===== src/sv/stgs_pkg.sv =====
// Shared types, sizes and codes of the sentiment-topic Gibbs sampler.
`default_nettype none
package stgs_pkg;

    localparam int MAX_LABELS = 3;
    localparam int MAX_TOPICS = 64;
    localparam int VOCAB_SIZE = 4096;
    localparam int MAX_DOCS   = 1024;
    localparam int COUNT_BITS = 20;
    localparam int LT_BITS    = 24;

    localparam int LBL_W  = 2;
    localparam int TOP_W  = 6;
    localparam int NT_W   = 7;
    localparam int DOC_W  = 10;
    localparam int WORD_W = 12;
    localparam int FRAC_W = 16;
    localparam int PRI_W  = 24;
    localparam int BETA_W = 32;
    localparam int SUM_W  = 24;

    localparam int DL_DEPTH  = MAX_DOCS * MAX_LABELS;
    localparam int DL_W      = 12;
    localparam int DLT_DEPTH = DL_DEPTH * MAX_TOPICS;
    localparam int DLT_W     = DL_W + TOP_W;
    localparam int LT_DEPTH  = MAX_LABELS * MAX_TOPICS;
    localparam int LT_W      = LBL_W + TOP_W;
    localparam int WLT_DEPTH = LT_DEPTH * VOCAB_SIZE;
    localparam int WLT_W     = LT_W + WORD_W;
    localparam int CLR_W     = WLT_W;

    localparam int DIV_W   = 42;
    localparam int PADDR_W = 5;

    typedef enum logic [2:0] {
        REG_LABEL_COUNT = 3'd0,
        REG_TOPIC_COUNT = 3'd1,
        REG_ALPHA       = 3'd2,
        REG_GAMMA       = 3'd3,
        REG_BETA0       = 3'd4,
        REG_BETA1       = 3'd5,
        REG_BETA2       = 3'd6
    } t_reg;

    typedef enum logic [4:0] {
        OP_NONE,
        OP_LOAD,
        OP_CNT_RD,
        OP_CNT_DN,
        OP_CNT_UP,
        OP_LBL_RD,
        OP_LBL_DIV,
        OP_LBL_SAVE,
        OP_TOP_RD,
        OP_TOP_DIV,
        OP_MUL1,
        OP_MUL2,
        OP_ACC,
        OP_WPS_RD,
        OP_DRAW,
        OP_PICK,
        OP_OUT,
        OP_CLR
    } t_op;

    typedef struct packed {
        t_op              op;
        logic [LBL_W-1:0] lbl;
        logic [TOP_W-1:0] top;
        logic [CLR_W-1:0] clr_addr;
    } t_cmd;

    typedef struct packed {
        logic div_done;
        logic hit;
    } t_sts;

    typedef struct packed {
        logic [LBL_W-1:0]  nl;
        logic [NT_W-1:0]   nt;
        logic [PRI_W-1:0]  alpha;
        logic [PRI_W-1:0]  gamma;
        logic [BETA_W-1:0] beta0;
        logic [BETA_W-1:0] beta1;
        logic [BETA_W-1:0] beta2;
    } t_cfg;

    typedef struct packed {
        logic              action;
        logic [DOC_W-1:0]  doc_index;
        logic [WORD_W-1:0] word_id;
        logic [LBL_W-1:0]  old_label;
        logic [TOP_W-1:0]  old_topic;
        logic [PRI_W-1:0]  word_beta_label0;
        logic [PRI_W-1:0]  word_beta_label1;
        logic [PRI_W-1:0]  word_beta_label2;
        logic [FRAC_W-1:0] random_fraction;
    } t_in_item;

    typedef struct packed {
        logic [LBL_W-1:0] new_label;
        logic [TOP_W-1:0] new_topic;
    } t_out_item;

endpackage
`default_nettype wire


===== src/sv/stgs_ctrl.sv =====
// Sequencer for clearing, count updates, the weight walk and the draw scan.
`default_nettype none
module stgs_ctrl import stgs_pkg::*; (
    input  wire logic             i_clk,
    input  wire logic             i_rst_n,
    input  wire logic             i_in_valid,
    output logic                  o_in_ready,
    input  wire logic             i_action,
    input  wire logic             i_out_ready,
    output logic                  o_out_valid,
    input  wire logic [LBL_W-1:0] i_nl,
    input  wire logic [NT_W-1:0]  i_nt,
    input  wire logic             i_div_done,
    input  wire t_sts             i_sts,
    output t_cmd                  o_cmd
);

    typedef enum logic [4:0] {
        S_CLEAR, S_IDLE, S_CNT_RD, S_CNT_WR,
        S_LBL_RD, S_LBL_DIV, S_LBL_WAIT, S_LBL_SAVE,
        S_TOP_RD, S_TOP_DIV, S_TOP_WAIT, S_MUL1, S_MUL2, S_ACC,
        S_LAST_RD, S_DRAW, S_SCAN_RD, S_SCAN_CHK, S_PICK, S_FINISH
    } t_state;

    t_state           r_state;
    logic [LBL_W-1:0] r_l;
    logic [TOP_W-1:0] r_t;
    logic             r_up;
    logic [CLR_W-1:0] r_clr;
    logic             r_out_valid;
    logic [LBL_W-1:0] last_l;
    logic [TOP_W-1:0] last_t;
    logic             out_free;
    logic             done;

    assign last_l   = i_nl - 2'd1;
    assign last_t   = TOP_W'(i_nt - 7'd1);
    assign out_free = !r_out_valid || i_out_ready;
    assign done     = i_div_done || i_sts.div_done;

    always_comb begin
        o_cmd.lbl      = r_l;
        o_cmd.top      = r_t;
        o_cmd.clr_addr = r_clr;
        unique case (r_state)
            S_CLEAR:    o_cmd.op = OP_CLR;
            S_IDLE:     o_cmd.op = i_in_valid ? OP_LOAD : OP_NONE;
            S_CNT_RD:   o_cmd.op = OP_CNT_RD;
            S_CNT_WR:   o_cmd.op = r_up ? OP_CNT_UP : OP_CNT_DN;
            S_LBL_RD:   o_cmd.op = OP_LBL_RD;
            S_LBL_DIV:  o_cmd.op = OP_LBL_DIV;
            S_LBL_SAVE: o_cmd.op = OP_LBL_SAVE;
            S_TOP_RD:   o_cmd.op = OP_TOP_RD;
            S_TOP_DIV:  o_cmd.op = OP_TOP_DIV;
            S_MUL1:     o_cmd.op = OP_MUL1;
            S_MUL2:     o_cmd.op = OP_MUL2;
            S_ACC:      o_cmd.op = OP_ACC;
            S_LAST_RD: begin
                o_cmd.op  = OP_WPS_RD;
                o_cmd.lbl = last_l;
                o_cmd.top = last_t;
            end
            S_DRAW:     o_cmd.op = OP_DRAW;
            S_SCAN_RD:  o_cmd.op = OP_WPS_RD;
            S_PICK:     o_cmd.op = OP_PICK;
            S_FINISH:   o_cmd.op = out_free ? OP_OUT : OP_NONE;
            default:    o_cmd.op = OP_NONE;
        endcase
    end

    always_ff @(posedge i_clk) begin
        if (!i_rst_n) begin
            r_state     <= S_CLEAR;
            r_l         <= '0;
            r_t         <= '0;
            r_up        <= 1'b0;
            r_clr       <= '0;
            r_out_valid <= 1'b0;
        end else begin
            if (r_out_valid && i_out_ready && r_state != S_FINISH) r_out_valid <= 1'b0;
            unique case (r_state)
                S_CLEAR: begin
                    r_clr <= r_clr + 1'b1;
                    if (r_clr == CLR_W'(WLT_DEPTH - 1)) r_state <= S_IDLE;
                end
                S_IDLE: begin
                    if (i_in_valid) begin
                        r_up    <= !i_action;
                        r_state <= S_CNT_RD;
                    end
                end
                S_CNT_RD: r_state <= S_CNT_WR;
                S_CNT_WR: begin
                    if (r_up) begin
                        r_state <= S_FINISH;
                    end else begin
                        r_l     <= '0;
                        r_state <= S_LBL_RD;
                    end
                end
                S_LBL_RD:  r_state <= S_LBL_DIV;
                S_LBL_DIV: r_state <= S_LBL_WAIT;
                S_LBL_WAIT: begin
                    if (done) r_state <= S_LBL_SAVE;
                end
                S_LBL_SAVE: begin
                    r_t     <= '0;
                    r_state <= S_TOP_RD;
                end
                S_TOP_RD:  r_state <= S_TOP_DIV;
                S_TOP_DIV: r_state <= S_TOP_WAIT;
                S_TOP_WAIT: begin
                    if (done) r_state <= S_MUL1;
                end
                S_MUL1: r_state <= S_MUL2;
                S_MUL2: r_state <= S_ACC;
                S_ACC: begin
                    if (r_t != last_t) begin
                        r_t     <= r_t + 1'b1;
                        r_state <= S_TOP_RD;
                    end else if (r_l != last_l) begin
                        r_l     <= r_l + 1'b1;
                        r_state <= S_LBL_RD;
                    end else begin
                        r_state <= S_LAST_RD;
                    end
                end
                S_LAST_RD: r_state <= S_DRAW;
                S_DRAW: begin
                    r_l     <= '0;
                    r_t     <= '0;
                    r_state <= S_SCAN_RD;
                end
                S_SCAN_RD: r_state <= S_SCAN_CHK;
                S_SCAN_CHK: begin
                    // stop at the first hit; the last pair is taken when none hits
                    if (i_sts.hit || (r_l == last_l && r_t == last_t)) begin
                        r_state <= S_PICK;
                    end else if (r_t == last_t) begin
                        r_t     <= '0;
                        r_l     <= r_l + 1'b1;
                        r_state <= S_SCAN_RD;
                    end else begin
                        r_t     <= r_t + 1'b1;
                        r_state <= S_SCAN_RD;
                    end
                end
                S_PICK: begin
                    r_up    <= 1'b1;
                    r_state <= S_CNT_RD;
                end
                S_FINISH: begin
                    if (out_free) begin
                        r_out_valid <= 1'b1;
                        r_state     <= S_IDLE;
                    end
                end
                default: r_state <= S_IDLE;
            endcase
        end
    end

    assign o_in_ready  = (r_state == S_IDLE);
    assign o_out_valid = r_out_valid;

endmodule
`default_nettype wire


===== config.mk =====
export PLATFORM = sky130hd
export DESIGN_NAME = stgs_ctrl
export DESIGN_NICKNAME = d
export VERILOG_FILES = /design/src/sv/stgs_pkg.sv /design/src/sv/stgs_ctrl.sv
export SDC_FILE = /design/constraint.sdc
export NUM_CORES = 1
export LEC_CHECK = 0
export ABC_AREA = 1
export BUFFER_PORTS_ARGS = -buffer_cell sky130_fd_sc_hd__buf_4
export CORE_AREA = 2 2 76 78
export DETAILED_ROUTE_END_ITERATION = 12
export DIE_AREA = 0 0 78 80
export GPL_TIMING_DRIVEN = 0
export MAX_ROUTING_LAYER = met4
export PLACE_DENSITY_LB_ADDON = 0.12
export SETUP_SLACK_MARGIN = 0.4
export SYNTH_ARGS = -nofsm -noshare
export SYNTH_HDL_FRONTEND = slang
export SYNTH_SLANG_ARGS = --single-unit

===== constraint.sdc =====
create_clock -name i_clk -period 1.7 [get_ports i_clk]
set_input_delay 0.085 -clock i_clk [delete_from_list [all_inputs] [get_ports i_clk]]
set_output_delay 0.085 -clock i_clk [all_outputs]
set_load 0.005 [all_outputs]

==> impl_metrics.ini, run 1 <==
[sta]
finClkSkew_ps = 9.13
setup_viol = 23
fin_crit_sh_pct = 115
max_slew_margin_pct = 56.6
rsz0062_at_grt = true
tns_ps = -1440
setup_ws_ps = -259
hold_viol_final = 0
max_freq_ghz = 0.510
holdWs_ps = 61.4
fin_crit_ps = 1960
final_max_slew_viol_count = 0
tightest_slew_ps = 651

[worst_setup_path]
critical-path-slowest-cell = o21ai_0
max_stage_delay_ps = 400
critPathMostFrequentCell = nand2_1
crit_chain = nor2_4 -> buf_4 -> inv_2 -> buf_4 -> o21ai_0 -> nor2_2 -> nand2_1 -> inv_1 -> nand2_1 -> nand2_1 -> a21oi_1
required_ps = 1910
worstSetupStartpointType = register
r2r_cells = 11
worst-path-max-fanout = 4
crit_arrival_ps = 2170
r2r_start = r_state[3]
critPathCaptureType = register
rrSetupSlack_ps = -260
critical_path_class = register to register
worstReg2RegEnd = r_state[1]

[floorplan]
die_height_um = 80
placementRows = 27
ioPinCount = 52
core_um2 = 5410
start_util_pct = 47.8
die_w_um = 78
dieArea_um2 = 6240

[clocking]
clk_pin_slew_ps = 80
cts.sinks = 35
insertion_delay_ps = 300
cts_buffers = 5
tritoncts = yes
clock_path_buffers = 2
cts_hold_buf = 0
htreeDepth = 2
cts_root_buf = clkbuf_8

[route]
totalWireLength_um = 9560
via_count = 3407
drc_errors = 0
drt-initial-drc-count = 360
wire_per_inst_um = 15.7
drt-pass1-iter-count = 6
vias_per_cell = 5.59
ant_nets = 0

[global_routing]
antenna_found_initial = 0
grt_pass1_wl_um = 13400
grt_max_degree = 12
grt_usage_pct = 27.3
grt-ovfl-total = 0
grt_pass1_vias = 2968

[synth]
syn_inst = 422
synth.avg_cell_area_um2 = 6.12
ys_seq_area_share_pct = 27.1
synth_area_um2 = 2580
ys_ff_latch = 35
synth.distinct_cells = 33
synth_nets = 442
yosys_warnings = 0

[power_and_ir_drop]
peakVddDrop_mv = 0.561
p_per_area_nw_per_um2 = 573
finalPower_mw = 2.46
p_leak_nw = 1.97

[final_layout]
multi_input_area_um2 = 2150
synthToLayoutAreaGrowth_pct = 66.4
fin_area_um2 = 4300
drive_gt1_share_pct = 49.9
final-seq-area_um2 = 742
fin_nets = 556
antennaDiodeCount = 0
post-route-util_pct = 79.5
fillers = 357
final_common_cell = buf_4
most-common-layout-cells = 90 x buf_4, 68 x nand2_1, 51 x inv_1
stdcell_count = 609

[place]
dp_cells = 544
io_buffers = 50
dp_hpwl_um = 5150
dpl_cell_area_um2 = 3120
dp_slack_ps = -220
gp_congestion = 0.932

[job]
drv_cap = 0

[min_path]
hold_class = primary input to register
worstHoldStart = i_action
worstHoldPathCells = 3
min_to = r_up

[run_status]
outcome = finished with violations
violations = setup timing
==> cell type report <==
cell class / instances / area share [%]
clock inverter: 2 / 0.816
tap: 72 / 2.10
buffer: 4 / 0.786
multi-input combinational: 314 / 50.1
timing repair buffer: 107 / 20.5
sequential: 35 / 17.3
clock buffer: 6 / 1.92
inverter: 69 / 6.50
==> repair_timing <==
| action | 4_1_cts | 5_1_grt |
|---|---|---|
| hold endpoints to repair | 0 | 0 |
| endpoints found under the setup margin | 43 | 48 |
| setup buffers | 37 | 18 |
| cloned | 2 | 0 |
| pin swaps | 39 | 38 |
| gates resized for setup | 86 | 96 |
==> kinds of logic (layout without fill, tap and decap cells) <==
logic type      Yosys count  after routing  share of synthesized area [%]
fa+ha+maj                 3              3                           1.45
xor+xnor                 12             12                           4.07
buf+inv                  73            188                           10.9
simple gates            245            245                           45.0
compound gates           54             54                           11.5
flops                    35             35                           27.1
==> worst max-delay path, delay by kind of cell (launching register included) <==
kind,cells,cell delay [ps]
AOI/OAI and AO/OA,2,510
DFF,1,370
buffers and inverters,4,430
and+or+nand+nor,5,570
==> state kept, by name, indices dropped and copies added, names as in the netlist <==
register	cells
r_t	6
r_state	5
r_up	1
r_clr	20
o_out_valid	1
r_l	2
==> cell usage after synthesis <==
cell,number,area [um^2]
nor2_4,7,78.8
nor4_1,1,6.26
a31oi_1,2,12.5
o31ai_1,1,7.51
nand2_2,6,37.5
or2_4,1,8.76
xnor2_1,4,35.0
xor2_1,8,70.1
nor3_2,1,10.0
o21bai_2,1,11.3
inv_1,67,251
dfxtp_1,35,701
a41oi_1,1,8.76
o211ai_1,2,15.0
o21ai_1,1,5.00
a21oi_2,1,8.76
nand4_1,8,50.1
clkbuf_1,3,11.3
a21oi_1,23,115
o21ai_0,21,105
nand3_1,47,235
nor3_1,17,85.1
nor3_4,1,16.3
o21a_1,1,7.51
clkinv_1,1,3.75
inv_4,1,6.26
or2_2,4,25.0
nand2_1,96,360
nand2_4,3,33.8
ha_1,3,37.5
nor2_2,6,37.5
buf_4,1,7.51
nor2_1,47,176
==> report_power, final <==
group	leakage (nW)	switching [mW]	internal (mW)
clock network	0.0612	0.341	0.475
registers	0.292	0.0599	0.862
logic	1.62	0.389	0.336
==> layer usage <==
layer	global-route usage (%)	vias up	routed length (um)
li1	-	1600	-
met1	30.2	1559	3520
met5	-	-	0
met4	10.2	0	427
met2	49.6	190	4950
met3	4.30	58	659
==> worst max path at each step <==
stage / startpoint / to
2_1_floorplan: r_state[3] / r_t[0]
3_3_place_gp: i_nt[0] / r_t[1]
3_5_place_dp: i_nt[0] / r_l[1]
4_1_cts: r_state[2] / r_t[0]
5_1_grt: r_state[3] / r_state[1]
6_report: r_state[3] / r_state[1]
Note: power is estimated with default switching activity, not from simulation.
==> run 2, diff against run 1 <==
CORE_AREA = 2 2 73 82   (was 2 2 76 78)
DIE_AREA = 0 0 75 84   (was 0 0 78 80)
==> impl_metrics.ini, run 2 (synthesis results as in run 1) <==
[sta]
rsz0062_at_grt = true
fin_crit_ps = 1790
tightest_slew_ps = 627
holdWs_ps = 51.9
max_freq_ghz = 0.558
finClkSkew_ps = 4.77
max_slew_margin_pct = 58.2
fin_crit_sh_pct = 105
setup_ws_ps = -91.0
hold_viol_final = 0
final_max_slew_viol_count = 0
setup_viol = 21

[run_status]
violations = setup timing
outcome = finished with violations

[clocking]
cts_buffers = 5
clk_pin_slew_ps = 80
htreeDepth = 2
cts.sinks = 35
insertion_delay_ps = 300
tritoncts = yes
cts_root_buf = clkbuf_8
clock_path_buffers = 2
cts_hold_buf = 0

[worst_setup_path]
crit_buf_inv = 4
required_ps = 1620
r2r_start = r_state[3]
max_stage_delay_ps = 370
critPathCaptureType = primary output
worst-path-max-fanout = 4
worstSetupStartpointType = register
critical-path-slowest-cell = dfxtp_4
crit_chain = nor2_4 -> buf_4 -> inv_4 -> nor2_4 -> inv_2 -> nor2_4 -> nor3_2 -> nand3_1 -> buf_4
critPathMostFrequentCell = nor2_4
crit_arrival_ps = 1710
setup.worst_path.start = r_state[3]
crit_family = simple AND/OR/NAND/NOR gates
critical_path_class = register to primary output

[route]
totalWireLength_um = 9000
drt-initial-drc-count = 186
drc_errors = 0
ant_nets = 0
drt-pass1-iter-count = 5
vias_per_cell = 5.44
via_count = 3310
wire_per_inst_um = 14.8

[floorplan]
placementRows = 29
start_util_pct = 46.5
die_height_um = 84
die_w_um = 75
core_um2 = 5550
dieArea_um2 = 6300
ioPinCount = 52

[job]
drv_cap = 0

[final_layout]
fillers = 393
final_common_cell = buf_4
fin_area_um2 = 4310
most-common-layout-cells = 74 x buf_4, 65 x nand2_1, 52 x inv_1
largest-register = r_clr
antennaDiodeCount = 0
stdcell_count = 609
drive_gt1_share_pct = 50.2
fin_nets = 551
post-route-util_pct = 77.6
synthToLayoutAreaGrowth_pct = 66.8
reg_top3 = r_clr (20), r_t (6), r_state (5)
largest_reg_flops = 20

[min_path]
worstHoldStart = i_action
hold_class = primary input to register

[global_routing]
grt-ovfl-total = 0
grt_pass1_wl_um = 13000
antenna_found_initial = 0
grt_usage_pct = 26.7
grt_max_degree = 13
grt_pass1_vias = 3057

[place]
dpl_cell_area_um2 = 3130
dp_slack_ps = -234
dp_cells = 549
dp_hpwl_um = 5180
gp_congestion = 0.939
io_buffers = 50

[power_and_ir_drop]
p_per_area_nw_per_um2 = 575
peakVddDrop_mv = 0.486
p_leak_nw = 1.97
## run 2: changes by cell type in the layout (fill, tap and decap cells not counted), sizes merged
cell    delta
buf        -6
clkbuf     +1
clkinv     -1
inv        +1
## run 2: worst reg2reg max path: stages, from the launching register on
cell	delay [ps]
dfxtp_4	370
nor2_4	220
nand2_4	110
buf_6	140
nor2_4	100
nand2_2	70
o21ai_1	90
nor2_1	70
nand2_1	100
inv_2	60
o211ai_1	210
inv_1	80
## run 2: power by group
part / total (mW) / switching (mW) / internal [mW] / leakage [nW]
logic: 0.704 / 0.372 / 0.332 / 1.61
clock network: 0.842 / 0.359 / 0.483 / 0.0618
registers: 0.929 / 0.0638 / 0.865 / 0.292
total: 2.48 / 0.795 / 1.68 / 1.97
## run 2: area by class of cell
type,instances,area (um^2),area share (%)
Inverter,69,284,6.59
Multi-Input combinational cell,314,2140,49.6
Tap cell,77,96.3,2.24
Buffer,4,33.8,0.784
Clock inverter,2,38.8,0.901
Timing Repair Buffer,102,896,20.8
Sequential cell,35,738,17.1
Clock buffer,6,82.6,1.92
## run 2: path summary, 6_finish.rpt
path	slack (ps)	to	depth (start not counted)
setup reg to reg	-40	r_state[0]	11
hold / removal	50	r_up	3
setup / recovery	-90	o_cmd[28]	9
hold reg to reg	490	r_clr[9]	2
## run 2: per-layer routing
layer	track usage [%]	part of all wire [%]	vias to the layer above
met5	-	0	-
met4	8.44	2.8	0
met1	29.1	39	1570
met3	3.74	4.5	32
met2	48.2	54	127
li1	-	-	1581
## run 2: timing repair
action | CTS | global route
pin swaps | 33 | 36
gates cloned | 1 | 1
buffers inserted | 36 | 14
resized for setup | 99 | 92
setup endpoints to repair | 44 | 49
## run 2: stage by stage
stage / setup TNS, ps / total power, mW
detailed placement: -1820 / 1.40
finish: -666 / 2.48
floorplan: 0 / 1.22
global placement: -1520 / 1.40
global route: -2790 / 2.57
CTS: -125 / 2.38
